==> src/rtl/bdpc_pkg.sv <==
// ----------------------------------------------------------------------------
// bdpc_pkg
// Shared types and constants of the button debounce and press classifier.
// ----------------------------------------------------------------------------
package bdpc_pkg;

	localparam int TickW = 32;
	localparam int CfgW  = 16;

	// configuration register indexes
	typedef enum logic [0:0] {
		REG_DEBOUNCE_MS   = 1'b0,
		REG_LONG_PRESS_MS = 1'b1
	} cfg_reg_t;

	localparam logic [CfgW-1:0] DebounceReset  = 16'd20;
	localparam logic [CfgW-1:0] LongPressReset = 16'd1000;

	// latched event codes
	typedef enum logic [2:0] {
		EV_NONE     = 3'd0,
		EV_PRESSED  = 3'd1,
		EV_LONG     = 3'd2,
		EV_SHORT    = 3'd3,
		EV_RELEASED = 3'd4
	} event_t;

	typedef struct packed {
		logic             raw_pressed;
		logic [TickW-1:0] now_tick;
		logic             take_event;
	} item_t;

	typedef struct packed {
		event_t pending_event;
		logic   stable_pressed;
	} result_t;

endpackage

==> src/rtl/bdpc_if.sv <==
// ----------------------------------------------------------------------------
// bdpc_item_if / bdpc_result_if
// Valid/ready channels for update items and result items.
// ----------------------------------------------------------------------------
interface bdpc_item_if;
	logic                      valid;
	logic                      ready;
	logic                      raw_pressed;
	logic [bdpc_pkg::TickW-1:0] now_tick;
	logic                      take_event;

	modport source (output valid, output raw_pressed, output now_tick, output take_event,
		input ready);
	modport sink (input valid, input raw_pressed, input now_tick, input take_event,
		output ready);
endinterface

interface bdpc_result_if;
	logic       valid;
	logic       ready;
	logic [2:0] pending_event;
	logic       stable_pressed;

	modport source (output valid, output pending_event, output stable_pressed, input ready);
	modport sink (input valid, input pending_event, input stable_pressed, output ready);
endinterface

==> src/rtl/bdpc_core.sv <==
// ----------------------------------------------------------------------------
// bdpc_core
// Debounce and press classification state with its one-step update logic.
// ----------------------------------------------------------------------------
module bdpc_core (
	input  logic                          clk,
	input  logic                          arst_n,
	input  logic                          step,
	input  bdpc_pkg::item_t               item,
	input  logic [bdpc_pkg::CfgW-1:0]     debounce_ms,
	input  logic [bdpc_pkg::CfgW-1:0]     long_press_ms,
	output bdpc_pkg::result_t             result
);

	logic                         last_raw_q;
	logic [bdpc_pkg::TickW-1:0]   change_time_q;
	logic                         stable_q;
	logic [bdpc_pkg::TickW-1:0]   press_time_q;
	logic                         long_fired_q;
	bdpc_pkg::event_t             latched_q;

	logic                         raw_chg;
	logic [bdpc_pkg::TickW-1:0]   change_time_n;
	logic [bdpc_pkg::TickW-1:0]   db_elapsed;
	logic                         flip;
	logic                         stable_n;
	logic [bdpc_pkg::TickW-1:0]   press_time_n;
	logic [bdpc_pkg::TickW-1:0]   hold_elapsed;
	logic                         long_mid;
	logic                         long_hit;
	logic                         long_fired_n;
	bdpc_pkg::event_t             ev_mid;
	bdpc_pkg::event_t             ev_rep;

	// debounce: raw change restarts the timer, steady level moves the stable level
	always_comb begin
		raw_chg       = item.raw_pressed != last_raw_q;
		change_time_n = raw_chg ? item.now_tick : change_time_q;
		db_elapsed    = item.now_tick - change_time_n;
		flip          = (db_elapsed >= {{(bdpc_pkg::TickW-bdpc_pkg::CfgW){1'b0}}, debounce_ms})
			&& (stable_q != item.raw_pressed);
		stable_n      = flip ? item.raw_pressed : stable_q;
		press_time_n  = (flip && item.raw_pressed) ? item.now_tick : press_time_q;
		long_mid      = flip ? 1'b0 : long_fired_q;
		if (!flip) begin
			ev_mid = latched_q;
		end else if (item.raw_pressed) begin
			ev_mid = bdpc_pkg::EV_PRESSED;
		end else if (long_fired_q) begin
			ev_mid = bdpc_pkg::EV_RELEASED;
		end else begin
			ev_mid = bdpc_pkg::EV_SHORT;
		end
	end

	// long press detection on the updated state
	always_comb begin
		hold_elapsed = item.now_tick - press_time_n;
		long_hit     = stable_n && !long_mid
			&& (hold_elapsed >= {{(bdpc_pkg::TickW-bdpc_pkg::CfgW){1'b0}}, long_press_ms});
		long_fired_n = long_hit | long_mid;
		ev_rep       = long_hit ? bdpc_pkg::EV_LONG : ev_mid;
	end

	assign result.pending_event  = ev_rep;
	assign result.stable_pressed = stable_n;

	// state update, one item per step
	always_ff @(posedge clk or negedge arst_n) begin
		if (!arst_n) begin
			last_raw_q    <= 1'b0;
			change_time_q <= '0;
			stable_q      <= 1'b0;
			press_time_q  <= '0;
			long_fired_q  <= 1'b0;
			latched_q     <= bdpc_pkg::EV_NONE;
		end else if (step) begin
			last_raw_q    <= item.raw_pressed;
			change_time_q <= change_time_n;
			stable_q      <= stable_n;
			press_time_q  <= press_time_n;
			long_fired_q  <= long_fired_n;
			latched_q     <= item.take_event ? bdpc_pkg::EV_NONE : ev_rep;
		end
	end

endmodule

==> src/rtl/button_debounce_press_classifier.sv <==
// ----------------------------------------------------------------------------
// button_debounce_press_classifier
// Debounces a raw button level and classifies presses into events.
// ----------------------------------------------------------------------------
// Each update item gives exactly one result item. An item is captured in an
// input register, the state update runs on it as it moves on, and the result
// is captured in an output register; an item waits while the output register
// holds a result that is not taken. One item per clock is sustained while the
// result side does not stall: the single state update between input and
// output register sets the rate, and a result-side stall backs up into the
// input side. Configuration writes take effect at the next update.
module button_debounce_press_classifier (
	input  logic                      clk,
	input  logic                      arst_n,
	bdpc_item_if.sink                 item_in,
	bdpc_result_if.source             result_out,
	input  logic                      cfg_we,
	input  logic [0:0]                cfg_index,
	input  logic [bdpc_pkg::CfgW-1:0] cfg_wdata
);

	logic [bdpc_pkg::CfgW-1:0] debounce_q;
	logic [bdpc_pkg::CfgW-1:0] long_press_q;

	logic              valid_s1;
	bdpc_pkg::item_t   item_s1;
	logic              valid_s2;
	bdpc_pkg::result_t result_s2;
	bdpc_pkg::result_t result_n;
	logic              advance;

	// configuration registers
	always_ff @(posedge clk or negedge arst_n) begin
		if (!arst_n) begin
			debounce_q   <= bdpc_pkg::DebounceReset;
			long_press_q <= bdpc_pkg::LongPressReset;
		end else if (cfg_we) begin
			unique case (bdpc_pkg::cfg_reg_t'(cfg_index))
				bdpc_pkg::REG_DEBOUNCE_MS:   debounce_q   <= cfg_wdata;
				bdpc_pkg::REG_LONG_PRESS_MS: long_press_q <= cfg_wdata;
				default: ;
			endcase
		end
	end

	// handshake: stage 1 moves on when the output register is free or being taken
	assign advance       = valid_s1 && (!valid_s2 || result_out.ready);
	assign item_in.ready = !valid_s1 || advance;

	// input register
	always_ff @(posedge clk or negedge arst_n) begin
		if (!arst_n) begin
			valid_s1 <= 1'b0;
		end else if (item_in.ready) begin
			valid_s1 <= item_in.valid;
		end
	end

	always_ff @(posedge clk) begin
		if (item_in.valid && item_in.ready) begin
			item_s1.raw_pressed <= item_in.raw_pressed;
			item_s1.now_tick    <= item_in.now_tick;
			item_s1.take_event  <= item_in.take_event;
		end
	end

	bdpc_core u_core (
		.clk           (clk),
		.arst_n        (arst_n),
		.step          (advance),
		.item          (item_s1),
		.debounce_ms   (debounce_q),
		.long_press_ms (long_press_q),
		.result        (result_n)
	);

	// output register
	always_ff @(posedge clk or negedge arst_n) begin
		if (!arst_n) begin
			valid_s2 <= 1'b0;
		end else if (advance) begin
			valid_s2 <= 1'b1;
		end else if (result_out.ready) begin
			valid_s2 <= 1'b0;
		end
	end

	always_ff @(posedge clk) begin
		if (advance) begin
			result_s2 <= result_n;
		end
	end

	assign result_out.valid          = valid_s2;
	assign result_out.pending_event  = result_s2.pending_event;
	assign result_out.stable_pressed = result_s2.stable_pressed;

endmodule

==> src/flat_wrapper.sv <==
// flat-port wrapper written by rule: the top's interface ports become plain ports
module button_debounce_press_classifier_flat 
  (clk, arst_n, cfg_we, cfg_index, cfg_wdata, item_in_valid, item_in_raw_pressed, item_in_now_tick, item_in_take_event, item_in_ready, result_out_valid, result_out_pending_event, result_out_stable_pressed, result_out_ready);
  bdpc_item_if item_in_i ();
  bdpc_result_if result_out_i ();
  input  logic clk;
  input  logic arst_n;
  input  logic cfg_we;
  input  logic [0:0] cfg_index;
  input  logic [bdpc_pkg::CfgW-1:0] cfg_wdata;
  input wire logic [$bits(item_in_i.valid)-1:0] item_in_valid;
  input wire logic [$bits(item_in_i.raw_pressed)-1:0] item_in_raw_pressed;
  input wire logic [$bits(item_in_i.now_tick)-1:0] item_in_now_tick;
  input wire logic [$bits(item_in_i.take_event)-1:0] item_in_take_event;
  output wire logic [$bits(item_in_i.ready)-1:0] item_in_ready;
  output wire logic [$bits(result_out_i.valid)-1:0] result_out_valid;
  output wire logic [$bits(result_out_i.pending_event)-1:0] result_out_pending_event;
  output wire logic [$bits(result_out_i.stable_pressed)-1:0] result_out_stable_pressed;
  input wire logic [$bits(result_out_i.ready)-1:0] result_out_ready;
  assign item_in_i.valid = item_in_valid;
  assign item_in_i.raw_pressed = item_in_raw_pressed;
  assign item_in_i.now_tick = item_in_now_tick;
  assign item_in_i.take_event = item_in_take_event;
  assign item_in_ready = item_in_i.ready;
  assign result_out_valid = result_out_i.valid;
  assign result_out_pending_event = result_out_i.pending_event;
  assign result_out_stable_pressed = result_out_i.stable_pressed;
  assign result_out_i.ready = result_out_ready;
  button_debounce_press_classifier u_core (.clk(clk), .arst_n(arst_n), .item_in(item_in_i), .result_out(result_out_i), .cfg_we(cfg_we), .cfg_index(cfg_index), .cfg_wdata(cfg_wdata));
endmodule
==> config.mk <==
export PLATFORM = sky130hd
export DESIGN_NAME = button_debounce_press_classifier_flat
export DESIGN_NICKNAME = d
export VERILOG_FILES = /design/src/rtl/bdpc_pkg.sv /design/src/rtl/bdpc_if.sv /design/src/rtl/bdpc_core.sv /design/src/rtl/button_debounce_press_classifier.sv /design/src/flat_wrapper.sv
export SDC_FILE = /design/constraint.sdc
export NUM_CORES = 1
export LEC_CHECK = 0
export ABC_AREA = 1
export BUFFER_PORTS_ARGS = -buffer_cell sky130_fd_sc_hd__buf_2
export CELL_PAD_IN_SITES_DETAIL_PLACEMENT = 1
export CELL_PAD_IN_SITES_GLOBAL_PLACEMENT = 2
export CORE_ASPECT_RATIO = 1.75
export CORE_MARGIN = 5
export CORE_UTILIZATION = 36
export DETAILED_ROUTE_END_ITERATION = 12
export PLACE_DENSITY = 0.81
export SYNTH_ARGS = -nofsm -noshare
export SYNTH_HDL_FRONTEND = slang
export SYNTH_SLANG_ARGS = --single-unit
==> constraint.sdc <==
create_clock -name clk -period 8.4 [get_ports clk]
set_input_delay 1.68 -clock clk [delete_from_list [all_inputs] [get_ports clk]]
set_output_delay 1.68 -clock clk [all_outputs]
set_load 0.005 [all_outputs]
==> results.yml, run 1 <==
yosys:
  syn_nets: 1735
  synth_edf_count: 38
  synth-async-reset-ratio: 0.732
  yosysTopAreaCell: "dfrtp_1"
  yosys_register_bits: 142
  synth.avg_cell_area_um2: 6.94
  synth_area_leaders: "dfrtp_1 (22%), nand2_1 (15%), edfxtp_1 (10%)"
  yosysWarnings: 0
  seq_area_frac_synth: 0.339
  synth-main-ff-cell: "dfrtp_1"
  syn_area_um2: 11100
  syn_inst: 1597
  ys_types: 46
  synth.top_cell.area_share: 0.217
clock_network:
  htree_num_levels: 4
  hold_buffers: 0
  tritoncts: "yes"
  cts-root-buf: "clkbuf_16"
  clkSinkCount: 142
  cts_buffers: 17
  clock_latency_ns: 0.45
  clockBufferDepth: 2
  path_clk_slew_ns: 0.07
worst_setup_path:
  crit_start: "u_core.item_s1[33]"
  critPathMaxFanout: 39
  worstPathArrival_ns: 7.96
  max_stage_delay_ns: 0.46
  worst_setup_path_start_kind: "flop"
  timing_worst_setup_path_type: "reg -> reg"
  r2r_start: "u_core.item_s1[33]"
  crit_path_frequent_cell: "nor2_1"
  endpoint: "u_core.result_out.pending_event[0]"
  end_kind: "flop"
  crit_family: "simple AND/OR/NAND/NOR gates"
  cp.depth: 51
  reg2reg_depth: 51
  rr_endpoint: "u_core.result_out.pending_event[0]"
  reg2reg_slack_ns: 0.73
  cp_slowest_cell: "edfxtp_1"
  crit_buf_inv: 8
  worstPathRequired_ns: 8.69
power_and_ir_drop:
  vdd_drop_max_v: 0.000175
  leakagePower_nw: 6.36
  power_density_nw_per_um2: 339
  finalPower_mw: 4.23
floorplanning:
  num_io_pins: 62
  initial_core_util: 0.362
  coreArea_um2: 30600
  die-width_um: 143
  dieArea_um2: 34500
  num_rows: 85
  die_h_um: 242
cells_and_area:
  area_growth_syn_to_layout_pct: 12.6
  num_antenna_cells: 0
  nets: 1798
  drive_gt1_frac: 0.118
  fin_util: 0.408
  final_common_cell: "nand2_1"
  final_area_um2: 12500
  fin_cells: 2064
  layout_common_cells: "nand2_1 (450), inv_1 (242), o21ai_0 (165)"
global_route:
  grt_pass1_wl_mm: 60.1
  grt_usage: 0.225
  overflow: 0
  antenna_found_initial: 0
  grt_pass1_vias: 11200
  grt_max_degree: 100
placement:
  dpl.cell_count: 2022
  hpwl_mm: 31.4
  io_buffer_count: 61
  postPlaceCellArea_um2: 11800
  place_congestion: 0.885
drt:
  drc: 0
  ant_nets: 0
  dr.pass1.iters: 5
  routed-via-count: 10500
  wl_mm: 38.0
  routed_via_density: 5.09
  drt-initial-drc-count: 417
  wl_per_cell_um: 18.4
timing:
  setup_viol_count_final: 0
  worstMarginPinSlew_ns: 0.927
  clock_skew_ns: 0.0176
  slew_violations: 0
  max_freq_mhz: 130
  fin_crit_ns: 7.67
  fin_crit_sh: 0.914
  finalHoldViolCount: 0
  slew_headroom: 0.382
outcome:
  outcome: "completed"
flow_run:
  cap_violations: 0
hold_path:
  hp-class: "reg -> reg"
[routing by layer]
layer | share of wire | GRT usage | routed length, um
met5 | 0 | 0 | 0
met4 | 0.049 | 0.108 | 1860
met3 | 0.019 | 0.0229 | 725
met2 | 0.56 | 0.435 | 21100
met1 | 0.38 | 0.234 | 14300
[how the worst min path moves through the flow]
stage,start,to,slack [ns],depth (start not counted)
after CTS,u_core.u_core.press_time_q[14],u_core.u_core.press_time_q[14],0.48,2
after floorplan,u_core.u_core.latched_q[0],u_core.u_core.latched_q[0],0.44,2
after global routing,u_core.u_core.press_time_q[15],u_core.u_core.press_time_q[15],0.50,2
after global placement,u_core.u_core.press_time_q[31],u_core.u_core.press_time_q[31],0.46,2
final,u_core.u_core.press_time_q[14],u_core.u_core.press_time_q[14],0.48,2
after detailed placement,u_core.u_core.press_time_q[14],u_core.u_core.press_time_q[14],0.47,2
[area by class of cell]
type,instances,area [um2]
repair buffers,81,504
inverters,258,968
fillers,3954,18100
well taps,391,489
clock inverters,12,88.8
clock buffers,20,458
flip-flops and latches,142,3750
multi-input cells,1160,6220
[through the flow]
stage | TNS [ns] | worst slack [ns] | hold slack (ns)
final | 0 | 0.726 | 0.482
after global placement | 0 | 0.542 | 0.462
after floorplan | 0 | 0.973 | 0.444
after detailed placement | 0 | 0.382 | 0.468
after global routing | -0.0207 | -0.0207 | 0.500
after CTS | 0 | 0.300 | 0.484
[worst min-delay path, cell delays in order, from the launching register on]
cell and delay (ns):
dfrtp_1 0.34, nand2_1 0.05, o21ai_0 0.06
[cells in the mapped netlist, types with 7 or more instances]
cell	instances
nand3_2	13
dfrtp_1	96
a21oi_1	92
inv_2	15
edfxtp_1	38
inv_1	242
nor2_2	8
o211ai_1	7
o21ai_0	167
nor3_1	17
nand2_1	453
ha_1	81
nand2_2	20
nand3_1	80
clkbuf_1	32
nor2_1	116
dfstp_2	8
nand2_4	7
nand4_1	14
xor2_1	21
xnor2_1	10
[what timing repair did]
action / in CTS / in global routing
setup buffers: 0 / 9
gates resized for setup: 0 / 14
setup endpoints to repair: 0 / 7
[power by group]
group / internal (mW) / total [mW] / switching (mW)
combinational: 0.872 / 2.47 / 1.60
sequential: 0.903 / 1.03 / 0.124
clock: 0.395 / 0.724 / 0.329
[flip-flops by register name, indices dropped and copies added, names as in the netlist, 3 cells and up]
name,flops
u_core.u_core.latched_q,3
u_core.result_out.pending_event,3
u_core.long_press_q,16
u_core.u_core.change_time_q,32
u_core.debounce_q,16
u_core.item_s1,34
u_core.u_core.press_time_q,32
[kinds of logic (layout without fill, tap and decap cells)]
logic type               after synthesis  after routing  share of synthesized area
AO/OA/AOI/OAI                        297            297                      0.142
multiplexers                           2              2                    0.00181
flip-flops                           142            142                      0.339
XOR/XNOR                              31             31                     0.0245
AND/OR/NAND/NOR                      748            748                      0.297
buffers and inverters                295            371                      0.103
adder cells (fa/ha/maj)               82             82                     0.0932
(Power assumes the default switching activity.)
==> run 2, diff against run 1 <==
--- a/config.mk
+++ b/config.mk
@@ -13,7 +13,7 @@
 export CORE_MARGIN = 5
 export CORE_UTILIZATION = 36
 export DETAILED_ROUTE_END_ITERATION = 12
-export PLACE_DENSITY = 0.81
+export PLACE_DENSITY = 0.94
 export SYNTH_ARGS = -nofsm -noshare
 export SYNTH_HDL_FRONTEND = slang
 export SYNTH_SLANG_ARGS = --single-unit
==> results.yml, run 2 (same netlist as run 1, synthesis figures left out) <==
flow_run:
  cap_violations: 0
timing:
  fin_setup_tns_ns: 0
  setup_viol_count_final: 0
  worstMarginPinSlew_ns: 1.04
  setup_ws_ns: 0.613
  fin_crit_ns: 7.79
  max_freq_mhz: 128
  slew_headroom: 0.308
  clock_skew_ns: 0.0153
  finalHoldViolCount: 0
  slew_violations: 0
  fin_crit_sh: 0.927
power_and_ir_drop:
  leakagePower_nw: 6.36
  power_density_nw_per_um2: 344
  vdd_drop_max_v: 0.000190
  finalPower_mw: 4.29
placement:
  pre_cts_ws_ns: 0.281
  io_buffer_count: 61
  hpwl_mm: 30.4
  postPlaceCellArea_um2: 11800
  place_congestion: 0.931
worst_setup_path:
  worstPathArrival_ns: 7.99
  rr_endpoint: "u_core.result_out.pending_event[1]"
  r2r_start: "u_core.item_s1[33]"
  max_stage_delay_ns: 0.45
  worst_setup_path_start_kind: "flop"
  reg2reg_slack_ns: 0.61
  reg2reg_depth: 56
  endpoint: "u_core.result_out.pending_event[1]"
  critPathMaxFanout: 9
  worstPathRequired_ns: 8.60
  crit_start: "u_core.item_s1[33]"
  timing_worst_setup_path_type: "reg -> reg"
  end_kind: "flop"
  crit_path_frequent_cell: "nand2_1"
  cp_slowest_cell: "edfxtp_1"
cells_and_area:
  area_growth_syn_to_layout_pct: 12.4
  final.fill_count: 3934
  final_common_cell: "nand2_1"
  layout_common_cells: "nand2_1 (452), inv_1 (241), o21ai_0 (163)"
  num_antenna_cells: 0
  final_area_um2: 12500
  largest_register_ff_count: 34
  nets: 1794
  largest-register: "u_core.item_s1"
  largestRegisters: "u_core.item_s1 x34, u_core.u_core.change_time_q x32, u_core.u_core.press_time_q x32"
  drive_gt1_frac: 0.116
  fin_util: 0.407
floorplanning:
  coreArea_um2: 30600
  num_io_pins: 62
  die-width_um: 143
  dieArea_um2: 34500
  num_rows: 85
  die_h_um: 242
  initial_core_util: 0.362
drt:
  routed_via_density: 5.19
  wl_mm: 37.2
  dr.pass1.iters: 4
  drc: 0
  ant_nets: 0
  routed-via-count: 10700
  wl_per_cell_um: 18.0
  drt-initial-drc-count: 505
global_route:
  grt_usage: 0.217
  antenna_found_initial: 0
  overflow: 0
  grt_pass1_vias: 11400
  grt_pass1_wl_mm: 58.7
  grt_max_degree: 109
clock_network:
  path_clk_slew_ns: 0.07
  cts_buffers: 17
  hold_buffers: 0
  clkSinkCount: 142
  clockBufferDepth: 2
  clock_latency_ns: 0.45
  tritoncts: "yes"
  htree_num_levels: 4
  cts-root-buf: "clkbuf_16"
hold_path:
  hp-class: "reg -> reg"
outcome:
  outcome: "completed"
## run 2: cell types whose count changed in the layout (fill, tap and decap cells not counted), moves of 2 or more
cell / change
inv_8: +2
clkbuf_1: -2
nand2_1: +2
buf_4: -4
inv_6: +3
nand2_2: -2
clkbuf_16: -2
ha_2: -2
nand2_4: +2
clkinvlp_4: -3
o21ai_0: -2
ha_1: +2
## run 2: how the worst min path moves through the flow
stage,from,endpoint,slack [ns],cells past startpoint
after CTS,u_core.u_core.press_time_q[14],u_core.u_core.press_time_q[14],0.49,2
after detailed placement,u_core.u_core.press_time_q[27],u_core.u_core.press_time_q[27],0.47,2
final,u_core.u_core.press_time_q[12],u_core.u_core.press_time_q[12],0.48,2
after global placement,u_core.u_core.latched_q[0],u_core.u_core.latched_q[0],0.46,2
after floorplan,u_core.u_core.latched_q[0],u_core.u_core.latched_q[0],0.44,2
after global routing,u_core.u_core.press_time_q[28],u_core.u_core.press_time_q[28],0.50,2
## run 2: stage by stage
stage	instances	hold slack [ns]
2_1_floorplan	1597	0.444
3_3_place_gp	2018	0.461
3_5_place_dp	2018	0.468
4_1_cts	2050	0.485
5_1_grt	2060	0.503
6_report	2060	0.483
## run 2: what timing repair did
| action | CTS | global route |
|---|---|---|
| endpoints found under the setup margin | 0 | 7 |
| setup buffers | 0 | 8 |
| resized for setup | 0 | 11 |
## run 2: where the power goes
group / switching [mW] / internal [mW] / total [mW]
combinational: 1.64 / 0.859 / 2.50
clock: 0.349 / 0.417 / 0.766
sequential: 0.123 / 0.903 / 1.03
## run 2: final cells by class
type | count | area (um2) | area share
timing repair inverter | 1 | 7.51 | 0.000602
clock buffer | 17 | 425 | 0.0341
clock inverter | 15 | 154 | 0.0123
multi-input combinational | 1161 | 6230 | 0.499
timing repair buffer | 75 | 438 | 0.0351
inverter | 258 | 972 | 0.0780
sequential | 142 | 3750 | 0.301
tap | 391 | 489 | 0.0392
## run 2: critical path: cells and delay by family, from the launching register on
kind                     cells  cell delay (ns)
AND/OR/NAND/NOR             29             2.84
AO/OA/AOI/OAI               12             1.75
adder cells (fa/ha/maj)      5             1.25
buffers and inverters        8             0.84
flip-flops                   1             0.45
XOR/XNOR                     2             0.35
## run 2: routing by layer
layer / vias to the layer above / GRT usage / wire length, um
li1: 5257 / - / -
met1: 5147 / 0.219 / 13900
met2: 172 / 0.406 / 19900
met3: 115 / 0.0284 / 692
met4: 0 / 0.140 / 2670
met5: - / 0 / 0
